[config.mk]
export PLATFORM = sky130hd
export DESIGN_NAME = qoi_style_rgb_pixel_decoder_top
export DESIGN_NICKNAME = d
export VERILOG_FILES = /design/src/hdl/qoi_pkg.sv /design/src/hdl/qoi_style_rgb_pixel_decoder_top.sv /design/src/hdl/qoi_cache.sv /design/src/hdl/qoi_decode.sv /design/src/hdl/qoi_raster.sv
export SDC_FILE = /design/constraint.sdc
export NUM_CORES = 2
export LEC_CHECK = 0
export ABC_AREA = 1
export BUFFER_PORTS_ARGS = -buffer_cell sky130_fd_sc_hd__buf_4
export CAP_MARGIN = 20
export CORE_MARGIN = 2
export CORE_UTILIZATION = 40
export CTS_BUF_LIST = sky130_fd_sc_hd__clkbuf_16
export CTS_CLUSTER_DIAMETER = 40
export DETAILED_ROUTE_END_ITERATION = 8
export PLACE_DENSITY = 0.55
export SLEW_MARGIN = 30
export SYNTH_ARGS = -nofsm -noshare
export SYNTH_HDL_FRONTEND = slang
export SYNTH_SLANG_ARGS = --single-unit
[constraint.sdc]
create_clock -name clk -period 11.1 [get_ports clk]
set_input_delay 1.11 -clock clk [delete_from_list [all_inputs] [get_ports clk]]
set_output_delay 1.11 -clock clk [all_outputs]
set_load 0.01 [all_outputs]
[src/hdl/qoi_pkg.sv]
// ----------------------------------------------------------------------------
// qoi_pkg
// Shared types, codes and helpers for the QOI-style RGB pixel decoder.
// ----------------------------------------------------------------------------
package qoi_pkg;

	// color cache geometry
	localparam int CACHE_ENTRIES = 64;
	localparam int CACHE_AW      = $clog2(CACHE_ENTRIES);

	// configuration register indexes
	localparam logic REG_IMAGE_WIDTH  = 1'b0;
	localparam logic REG_IMAGE_HEIGHT = 1'b1;

	// decode phases: tag expected, or literal red, green, blue pending
	localparam logic [1:0] PH_TAG = 2'd0;
	localparam logic [1:0] PH_R   = 2'd1;
	localparam logic [1:0] PH_G   = 2'd2;
	localparam logic [1:0] PH_B   = 2'd3;

	// tag byte codes
	localparam logic [7:0] TAG_RGB  = 8'd254;
	localparam logic [1:0] OP_INDEX = 2'b00;
	localparam logic [1:0] OP_DIFF  = 2'b01;
	localparam logic [1:0] OP_LUMA  = 2'b10;
	localparam logic [1:0] OP_RUN   = 2'b11;

	// diff biases
	localparam logic [7:0] DIFF_BIAS  = 8'd2;
	localparam logic [7:0] LUMA_BIAS  = 8'd32;
	localparam logic [7:0] LUMA_RB    = 8'd40;

	typedef struct packed {
		logic [7:0] r;
		logic [7:0] g;
		logic [7:0] b;
	} rgb_t;

	// decoder verdict for one byte
	typedef struct packed {
		logic                has_pix;
		logic                is_run;
		logic                cache_we;
		logic                set_prev;
		logic                load_first;
		logic                load_second;
		logic                next_luma;
		logic [1:0]          next_phase;
		rgb_t                pix;
		logic [CACHE_AW-1:0] cache_addr;
	} dec_t;

	// cache slot: (3r + 5g + 7b) mod 64
	function automatic logic [CACHE_AW-1:0] px_hash(rgb_t p);
		return CACHE_AW'(p.r[CACHE_AW-1:0] * CACHE_AW'(3)
			+ p.g[CACHE_AW-1:0] * CACHE_AW'(5)
			+ p.b[CACHE_AW-1:0] * CACHE_AW'(7));
	endfunction

endpackage

[src/hdl/qoi_style_rgb_pixel_decoder_top.sv]
// ----------------------------------------------------------------------------
// qoi_style_rgb_pixel_decoder_top
// QOI-style RGB decoder: compressed bytes in, raster-ordered pixels out.
// ----------------------------------------------------------------------------
// Usage:
//   s_* takes one compressed byte per request. m_* gives one pixel per
//   request: tdata holds red, green, blue, column, row; tlast marks the last
//   pixel caused by a byte; tuser marks the last pixel of the image.
//   cfg_we/cfg_addr/cfg_wdata set image width (index 0) and height (index 1)
//   while the decoder is idle.
// Timing:
//   a byte taken sits in the input register, and its pixel is loaded from
//   there into the output register once that register is free. Literal, diff,
//   index and luma bytes are taken at one per cycle while the output is not
//   stalled. A run byte holds the input register until its last pixel is out,
//   one pixel per cycle out of the output register while it is not stalled.
// Reset:
//   previous pixel black, cache reads as black, position at column 0 row 0.
//   After the last pixel of the image all further bytes are taken and
//   dropped until reset.
// Stall:
//   a stalled output holds its pixel; the input register keeps taking bytes
//   until one that makes a pixel waits there, then s_tready stays low until
//   the output moves.
// ----------------------------------------------------------------------------
module qoi_style_rgb_pixel_decoder_top (
	input  logic        clk,
	input  logic        arst_n,
	// input stream
	input  logic        s_tvalid,
	output logic        s_tready,
	input  logic [7:0]  s_tdata,   // [7:0] byte_in
	// output stream
	output logic        m_tvalid,
	input  logic        m_tready,
	output logic [55:0] m_tdata,   // [7:0] red, [15:8] green, [23:16] blue,
	                               // [39:24] column, [55:40] row
	output logic        m_tlast,   // last_of_item
	output logic        m_tuser,   // [0] image_end
	// configuration
	input  logic        cfg_we,
	input  logic        cfg_addr,
	input  logic [15:0] cfg_wdata
);
	import qoi_pkg::*;

	logic [15:0]         width_q;
	logic [15:0]         height_q;
	logic                valid_s1;
	logic [7:0]          byte_s1;
	logic [1:0]          phase_q;
	logic                luma_q;
	logic [7:0]          held_first_q;
	logic [7:0]          held_second_q;
	rgb_t                prev_q;
	logic [5:0]          run_cnt_q;
	logic                valid_s2;
	logic [55:0]         data_s2;
	logic                last_s2;
	logic                end_s2;

	logic                accept;
	logic                adv;
	logic                act;
	logic                emit;
	logic                upd;
	logic                last_run;
	logic                s1_done;
	logic                last_item;
	logic                cache_we;
	rgb_t                cache_px;
	dec_t                dec;
	logic [15:0]         column;
	logic [15:0]         row;
	logic                image_end;
	logic                frame_done;

	// configuration registers
	always_ff @(posedge clk or negedge arst_n) begin
		if (!arst_n) begin
			width_q  <= 16'd1;
			height_q <= 16'd1;
		end else if (cfg_we) begin
			case (cfg_addr)
				REG_IMAGE_WIDTH:  width_q  <= cfg_wdata;
				REG_IMAGE_HEIGHT: height_q <= cfg_wdata;
				default: ;
			endcase
		end
	end

	// handshake and stage control
	assign accept   = s_tvalid && s_tready;
	assign adv      = !valid_s2 || m_tready;
	assign act      = valid_s1 && !frame_done;
	assign emit     = act && dec.has_pix && adv;
	assign upd      = act && (!dec.has_pix || adv);
	assign last_run = (run_cnt_q == byte_s1[5:0]) || image_end;
	assign s1_done  = valid_s1 && (frame_done || !dec.has_pix
		|| (adv && (!dec.is_run || last_run)));
	assign s_tready = !valid_s1 || s1_done;
	assign last_item = !dec.is_run || last_run;
	assign cache_we = emit && dec.cache_we;

	// input register
	always_ff @(posedge clk or negedge arst_n) begin
		if (!arst_n) begin
			valid_s1 <= 1'b0;
		end else if (accept) begin
			valid_s1 <= 1'b1;
		end else if (s1_done) begin
			valid_s1 <= 1'b0;
		end
	end

	always_ff @(posedge clk) begin
		if (accept) begin
			byte_s1 <= s_tdata;
		end
	end

	// color cache, read at acceptance
	qoi_cache u_cache (
		.clk     (clk),
		.arst_n  (arst_n),
		.rd_en   (accept),
		.rd_addr (s_tdata[CACHE_AW-1:0]),
		.wr_en   (cache_we),
		.wr_addr (dec.cache_addr),
		.wr_data (dec.pix),
		.rd_data (cache_px)
	);

	// tag decode
	qoi_decode u_decode (
		.byte_in      (byte_s1),
		.phase        (phase_q),
		.luma_pending (luma_q),
		.held_first   (held_first_q),
		.held_second  (held_second_q),
		.prev_px      (prev_q),
		.cache_px     (cache_px),
		.dec          (dec)
	);

	// raster position
	qoi_raster u_raster (
		.clk          (clk),
		.arst_n       (arst_n),
		.step         (emit),
		.image_width  (width_q),
		.image_height (height_q),
		.column       (column),
		.row          (row),
		.image_end    (image_end),
		.frame_done   (frame_done)
	);

	// decode state
	always_ff @(posedge clk or negedge arst_n) begin
		if (!arst_n) begin
			phase_q       <= PH_TAG;
			luma_q        <= 1'b0;
			held_first_q  <= '0;
			held_second_q <= '0;
			prev_q        <= '0;
		end else if (upd) begin
			phase_q <= dec.next_phase;
			luma_q  <= dec.next_luma;
			if (dec.load_first) begin
				held_first_q <= byte_s1;
			end
			if (dec.load_second) begin
				held_second_q <= byte_s1;
			end
			if (dec.set_prev) begin
				prev_q <= dec.pix;
			end
		end
	end

	// run pixel counter
	always_ff @(posedge clk or negedge arst_n) begin
		if (!arst_n) begin
			run_cnt_q <= '0;
		end else if (s1_done) begin
			run_cnt_q <= '0;
		end else if (emit && dec.is_run) begin
			run_cnt_q <= run_cnt_q + 6'd1;
		end
	end

	// output register
	always_ff @(posedge clk or negedge arst_n) begin
		if (!arst_n) begin
			valid_s2 <= 1'b0;
		end else if (emit) begin
			valid_s2 <= 1'b1;
		end else if (m_tready) begin
			valid_s2 <= 1'b0;
		end
	end

	always_ff @(posedge clk) begin
		if (emit) begin
			data_s2 <= {row, column, dec.pix.b, dec.pix.g, dec.pix.r};
			last_s2 <= last_item;
			end_s2  <= image_end;
		end
	end

	assign m_tvalid = valid_s2;
	assign m_tdata  = data_s2;
	assign m_tlast  = last_s2;
	assign m_tuser  = end_s2;

endmodule

[src/hdl/qoi_cache.sv]
// ----------------------------------------------------------------------------
// qoi_cache
// 64-entry color cache: one write and one registered read per cycle, with
// per-entry valid bits (an unwritten entry reads as black) and forwarding of
// a write that lands on the same edge as the read.
// ----------------------------------------------------------------------------
module qoi_cache (
	input  logic                         clk,
	input  logic                         arst_n,
	input  logic                         rd_en,
	input  logic [qoi_pkg::CACHE_AW-1:0] rd_addr,
	input  logic                         wr_en,
	input  logic [qoi_pkg::CACHE_AW-1:0] wr_addr,
	input  qoi_pkg::rgb_t                wr_data,
	output qoi_pkg::rgb_t                rd_data
);
	import qoi_pkg::*;

	rgb_t                     mem_q [CACHE_ENTRIES];
	logic [CACHE_ENTRIES-1:0] valid_q;
	rgb_t                     mem_rd_q;
	logic                     rd_valid_q;
	logic                     fwd_hit_q;
	rgb_t                     fwd_data_q;

	// storage and registered read
	always_ff @(posedge clk) begin
		if (wr_en) begin
			mem_q[wr_addr] <= wr_data;
		end
		if (rd_en) begin
			mem_rd_q <= mem_q[rd_addr];
		end
	end

	// valid bits and forwarding control
	always_ff @(posedge clk or negedge arst_n) begin
		if (!arst_n) begin
			valid_q    <= '0;
			rd_valid_q <= 1'b0;
			fwd_hit_q  <= 1'b0;
		end else begin
			if (wr_en) begin
				valid_q[wr_addr] <= 1'b1;
			end
			if (rd_en) begin
				rd_valid_q <= valid_q[rd_addr];
				fwd_hit_q  <= wr_en && (wr_addr == rd_addr);
			end
		end
	end

	// forwarded write data
	always_ff @(posedge clk) begin
		if (rd_en) begin
			fwd_data_q <= wr_data;
		end
	end

	// resolved read data
	always_comb begin
		if (fwd_hit_q) begin
			rd_data = fwd_data_q;
		end else if (rd_valid_q) begin
			rd_data = mem_rd_q;
		end else begin
			rd_data = '0;
		end
	end

endmodule

[src/hdl/qoi_decode.sv]
// ----------------------------------------------------------------------------
// qoi_decode
// Combinational tag decode of one stream byte against the current decode
// state: yields the pixel, cache write and next state.
// ----------------------------------------------------------------------------
module qoi_decode (
	input  logic [7:0]    byte_in,
	input  logic [1:0]    phase,
	input  logic          luma_pending,
	input  logic [7:0]    held_first,
	input  logic [7:0]    held_second,
	input  qoi_pkg::rgb_t prev_px,
	input  qoi_pkg::rgb_t cache_px,
	output qoi_pkg::dec_t dec
);
	import qoi_pkg::*;

	logic [7:0] luma_g;

	assign luma_g = {2'b00, held_first[5:0]};

	always_comb begin
		dec            = '0;
		dec.next_phase = phase;
		dec.next_luma  = luma_pending;
		dec.pix        = prev_px;

		if (luma_pending) begin
			// second luma byte completes the pixel
			dec.pix.r       = prev_px.r + luma_g + {4'b0000, byte_in[7:4]} - LUMA_RB;
			dec.pix.g       = prev_px.g + luma_g - LUMA_BIAS;
			dec.pix.b       = prev_px.b + luma_g + {4'b0000, byte_in[3:0]} - LUMA_RB;
			dec.has_pix     = 1'b1;
			dec.cache_we    = 1'b1;
			dec.set_prev    = 1'b1;
			dec.next_luma   = 1'b0;
		end else begin
			case (phase)
				PH_R: begin
					dec.load_first = 1'b1;
					dec.next_phase = PH_G;
				end
				PH_G: begin
					dec.load_second = 1'b1;
					dec.next_phase  = PH_B;
				end
				PH_B: begin
					dec.pix        = '{r: held_first, g: held_second, b: byte_in};
					dec.has_pix    = 1'b1;
					dec.cache_we   = 1'b1;
					dec.set_prev   = 1'b1;
					dec.next_phase = PH_TAG;
				end
				default: begin
					if (byte_in == TAG_RGB) begin
						dec.next_phase = PH_R;
					end else begin
						case (byte_in[7:6])
							OP_RUN: begin
								dec.has_pix = 1'b1;
								dec.is_run  = 1'b1;
							end
							OP_INDEX: begin
								dec.pix      = cache_px;
								dec.has_pix  = 1'b1;
								dec.set_prev = 1'b1;
							end
							OP_DIFF: begin
								dec.pix.r    = prev_px.r + {6'b0, byte_in[5:4]} - DIFF_BIAS;
								dec.pix.g    = prev_px.g + {6'b0, byte_in[3:2]} - DIFF_BIAS;
								dec.pix.b    = prev_px.b + {6'b0, byte_in[1:0]} - DIFF_BIAS;
								dec.has_pix  = 1'b1;
								dec.cache_we = 1'b1;
								dec.set_prev = 1'b1;
							end
							default: begin
								// first luma byte is held
								dec.load_first = 1'b1;
								dec.next_luma  = 1'b1;
							end
						endcase
					end
				end
			endcase
		end

		dec.cache_addr = px_hash(dec.pix);
	end

endmodule

[src/hdl/qoi_raster.sv]
// ----------------------------------------------------------------------------
// qoi_raster
// Raster position of the next pixel and end-of-image tracking.
// ----------------------------------------------------------------------------
module qoi_raster (
	input  logic        clk,
	input  logic        arst_n,
	input  logic        step,
	input  logic [15:0] image_width,
	input  logic [15:0] image_height,
	output logic [15:0] column,
	output logic [15:0] row,
	output logic        image_end,
	output logic        frame_done
);
	logic [15:0] col_q;
	logic [15:0] row_q;
	logic        done_q;
	logic        col_wrap;
	logic        row_end;

	// wrap tests; a zero register behaves as one
	assign col_wrap  = ({1'b0, col_q} + 17'd1) >= {1'b0, image_width};
	assign row_end   = ({1'b0, row_q} + 17'd1) >= {1'b0, image_height};
	assign image_end = col_wrap && row_end;

	assign column     = col_q;
	assign row        = row_q;
	assign frame_done = done_q;

	// position advance per emitted pixel
	always_ff @(posedge clk or negedge arst_n) begin
		if (!arst_n) begin
			col_q  <= '0;
			row_q  <= '0;
			done_q <= 1'b0;
		end else if (step) begin
			if (col_wrap) begin
				col_q <= '0;
				if (row_end) begin
					done_q <= 1'b1;
				end else begin
					row_q <= row_q + 16'd1;
				end
			end else begin
				col_q <= col_q + 16'd1;
			end
		end
	end

endmodule

* Word level (Yosys, flattened, before mapping)
Memories as Yosys holds them, arrays and structs flattened. A register that Yosys moved wholly into a read port is not among the register bits.
Cells that the tools add are included.
Widths: inputs -> output; s select.
** Operators by class
- Add/sub/neg operators :: 21
- Multiply operators :: 3
- Order comparisons :: 5
- Equality and inequality tests :: 8
- Multiplexer cells :: 39
- Bitwise gates (word level) :: 4
- Reduce and logical (&&, ||, !) cells :: 42
** Operators with widths (number)
- $mux 24 :: 4
- $pmux 24 s2 :: 2
- $or 64x64->64 :: 1
- $add 16x1->17 const B :: 2
- $ge 17x16->1 :: 2
- $add 16x1->16 const B :: 2
- $add 8x2->8 :: 3
- $add 8x6->8 :: 3
- $sub 8x2->8 const B :: 3
- $sub 8x6->8 const B :: 3
- $mux 1 :: 20
- $add 8x4->8 :: 2
- $mux 16 :: 1
- $lt 6x7->1 const B :: 2
- $add 6x6->6 :: 2
- $eq 6x6->1 :: 2
- $logic_and 1x1->1 :: 12
- $mul 6x3->6 const B :: 2
- $mux 6 :: 2
- $reduce_and 2->1 :: 5
- $reduce_and 3->1 :: 3
- $eq 8x8->1 const B :: 1
- $logic_or 1x1->1 :: 7
- $add 6x1->6 const B :: 1
- 18 further kinds :: 35
** Storage, ports and cells
- Bits in registers :: 272
- Memory bits (writable) :: 1536
- Output and inout bits :: 60
- Memories kept :: 1
** Memory list
- u_cache.mem_q :: depth 64, bits a word 24, read ports 1, clocked after Yosys merged registers in 1, write ports 1, line qoi_cache.sv:19 : rgb_t mem_q [CACHE_ENTRIES];

* Logic depth before layout (Yosys ltp)
- Depth after elaboration :: 14
- Depth in mapped cells :: 33
- Depth with buffers taken out :: 33

* Cells and area by module
A second synthesis with hierarchy kept.
** Second synthesis, totals
- Cell total of the unflattened synthesis :: 6702
- Area, all modules :: 78081.1 µm²
** Modules (own cells, without submodules)
- qoi_cache :: instances 1, cells an instance 5272, area an instance 65659.2 µm²
- qoi_style_rgb_pixel_decoder_top :: instances 1, cells an instance 399, area an instance 5450.2 µm²
- qoi_decode :: instances 1, cells an instance 603, area an instance 4031.4 µm²
- qoi_raster :: instances 1, cells an instance 428, area an instance 2940.3 µm²

* Least setup slack after synthesis
OpenSTA, ideal clock, no wires.
- Kind :: flip-flop to flip-flop
- From :: reg byte_s1[7]
- To :: mem u_cache.mem_q[15][0] in the netlist's numbering, enable pin
- Setup time :: 0.379 ns
- Arrival :: 8.556 ns
- Data required time :: 10.721 ns
- Slack :: 2.165 ns
- Cell stages (with the launch flop) :: 22
- Cells stage by stage :: edfxtp_1 > buf_6 > clkbuf_1 > inv_1 > clkbuf_1 > ha_1 > inv_1 > fa_1 > inv_1 > fa_1 > a22oi_1 > inv_1 > fa_1 > fa_1 > fa_1 > inv_1 > fa_1 > buf_1 > clkinv_1 > nor2_4 > nand2_1 > inv_1
** RTL lines
- from (decl) :: line qoi_style_rgb_pixel_decoder_top.sv:50 : logic [7:0] byte_s1;
- from (signal assigned) :: line qoi_style_rgb_pixel_decoder_top.sv:118 : byte_s1 <= s_tdata;
- to (decl) :: line qoi_cache.sv:19

==> flow_summary.toml <==
[global_route]
grt_pass1_wl_um = 343000
antenna_found_initial = 11
grt_overflow = 0
grt_pass1_vias = 49069
grt_usage_pct = 24.0
grt_max_degree = 161

[clocking]
cts_tree = "built"
clock_sinks = 1832
cts_buffer_depth = 4
ctsResizeCount = 0
clk_pin_slew_ns = 0.05
hold_buffers = 0
post-cts-setup-buffer-count = 0
insertion_delay_ns = 0.93
htreeDepth = 5
cts_made_buffers = 277
clockRootBuffer = "clkbuf_16"

[floorplanning]
die_y_um = 441
design.portCount = 90
core.rowCount = 160
die_w_um = 441
core_region_area_um2 = 190000
die_area_um2 = 195000
start_util_pct = 40.3

[sta]
post-route-period-util_pct = 78.0
tightest_slew_ns = 1.07
setup_violations = 0
setup_slack_ns = 2.44
final.min_clock_period_ns = 8.66
finClkSkew_ns = 0.0582
slew_headroom_pct = 28.3
fin_tns_setup_ns = 0
rsz0062_at_grt = "no"
drv_slew = 0
finalHoldViolCount = 0
max_freq_mhz = 115

[setup_path]
rr_worst_depth = 29
end_kind = "register"
cp_common_cell = "inv_1"
cp_max_fo = 33
start_kind = "register"
worstPathRequired_ns = 11.46
cp.arrival_ns = 9.02
crit_path_top_delay_cell = "o21a_2"
worstSetupPathType = "register to register"
slowest_delay_ns = 0.81

[final_layout]
layout_commonest_cell = "edfxtp_1"
nets = 6545
finalInstanceArea_um2 = 89100
final_cells = 9092
fin_util_pct = 46.9
drive_gt1_share_pct = 11.7
syn_to_final_growth_pct = 16.4
mostFrequentLayoutCells = "edfxtp_1, o21ai_0, nor2_1, nand2_1, o22ai_1"

[yosys]
synth_area_per_cell_um2 = 12.2
ys_ff_latch = 1832
synth_edf_count = 1650
ys_warn_count = 0
synth_area_um2 = 76600
synth_cell_types = 53
synthArstFlopShare_pct = 9.93
ys_seq_area_share_pct = 70.7
syn-instance-count = 6295
synth_ff_type = "edfxtp_1"
synth_fp_nets = 6470

[route]
wl_per_cell_um = 26.0
drt_pass1_iterations = 5
drt-total-wl_um = 237000
drtAntennaViolNets = 0
drt_iter0_markers = 5201
vias = 51560
drc = 0
vias_per_cell = 5.67

[placed_design]
pre_cts_ws_ns = 2.56
dp.cells = 8602
gp_congestion = 0.899
dp_hpwl_um = 137000
io_buffers = 89
placed_cell_area_um2 = 79900

[run_status]
status = "finished, final reports clean"

[power_and_ir_drop]
leakage_uw = 0.0307
power.density_nw_per_um2 = 212
worst_ir_drop_vdd_uv = 331

[flow_run]
cap_viol_max_count = 0

[hold_path]
hp-class = "input port to async pin"
==> path summary, 6_finish.rpt <==
check / start / slack, ns / end
min: arst_n / 0.27 / u_raster.column[13]
min in group clk: s_tdata[7] / 0.41 / byte_s1[7]
max reg2reg: byte_s1[1] / 2.44 / u_cache.mem_q[53][11]
max: byte_s1[1] / 2.44 / u_cache.mem_q[53][11]
min reg2reg: u_raster.column[15] / 0.45 / m_tdata[39]
max in group asynchronous: arst_n / 8.93 / prev_q[9]
==> synthesized netlist by cell type (3+ instances only) <==
library cell  count  area share [%]
buf_4             3           0.029
inv_1           390             1.9
o22ai_1         423             3.5
buf_1            21            0.10
o21ai_1          16            0.10
a221oi_1         26            0.30
nor4_1            4           0.033
dfrtp_1         180             5.9
nand4_1          50            0.41
or2_2             9           0.074
buf_2            42            0.27
buf_6             5           0.074
nand3b_1          6           0.059
nand3_2           5           0.065
edfxtp_1       1650              65
nand3_1          64            0.42
a31oi_1           5           0.041
nor2_2            5           0.041
a21oi_2           5           0.057
a211oi_1          3           0.029
nand2_2           8           0.065
o21ai_0        1077             7.0
a21oi_1          69            0.45
nor3_1           15           0.098
o311ai_0          6           0.069
a22oi_1          21            0.21
o32ai_1          20            0.23
o31ai_1           5           0.049
nor2_1         1065             5.2
o21a_1            5           0.049
a32oi_1           3           0.034
nand2_1         443             2.2
clkinv_1          3           0.015
o221ai_1         56            0.64
xor2_1           32            0.37
nor2_4            7            0.10
o21bai_1         10           0.098
fa_1             30            0.78
xnor2_1          12            0.14
ha_1            115             1.9
nor3_2            4           0.052
clkbuf_1        324             1.6
o211ai_1         36            0.35
inv_2             5           0.025
==> flip-flops by register name (all words and copies together) (netlist names), 2 cells and up <==
signal,count
width_q,16
u_raster.column,16
held_first_q,8
u_raster.row,16
held_second_q,8
u_cache.mem_rd_q,24
run_cnt_q,6
phase_q,2
m_tdata,56
u_cache.fwd_data_q,24
height_q,16
byte_s1,8
u_cache.mem_q,1536
u_cache.valid_q,64
prev_q,24
==> final cells by class <==
cell class | count | area [um2]
diodes | 3 | 7.51
clock buffers | 287 | 7180
clock inverters | 200 | 1950
fillers | 17066 | 101000
inverters | 398 | 1520
multi-input cells | 3670 | 19600
flip-flops and latches | 1832 | 54100
well taps | 2511 | 3140
repair buffers | 191 | 1590
==> report_power, final <==
part	switching (uW)	leakage [uW]	internal, uW	total, uW
Sequential	18.7	0.0162	7650	7660
Combinational	2070	0.0101	555	2630
Clock	3220	0.00450	5380	8600
Total	5320	0.0307	13600	18900
==> per-stage QoR <==
step                power (uW)  hold slack (ns)
global placement         10400            0.431
floorplan                 9380            0.419
detailed placement       10400            0.434
CTS                      19000            0.255
global route             19500            0.313
finish                   18900            0.275
==> routing by layer <==
metal	track usage [%]	wire (um)	vias to the layer above
met5	0	10	-
met4	8.68	8050	2
li1	-	-	23108
met1	33.9	102000	25919
met2	36.5	107000	2144
met3	5.08	19700	387
==> worst max-delay path: cells and delay by family, from the launching register on <==
| family | cells | cell delay, ns |
|---|---|---|
| buffers and inverters | 7 | 1.39 |
| flip-flops | 1 | 0.46 |
| AND/OR/NAND/NOR | 9 | 1.43 |
| AO/OA/AOI/OAI | 5 | 1.41 |
| adder cells (fa/ha/maj) | 8 | 3.41 |
==> kinds of logic after synthesis <==
logic type,Yosys count,share of synthesized area [%]
flip-flops,1832,70.7
AO/OA/AOI/OAI,1791,13.3
AND/OR/NAND/NOR,1690,8.87
buffers and inverters,793,4.02
adder cells (fa/ha/maj),145,2.66
XOR/XNOR,44,0.503
Power figures use the tool's default switching activity.
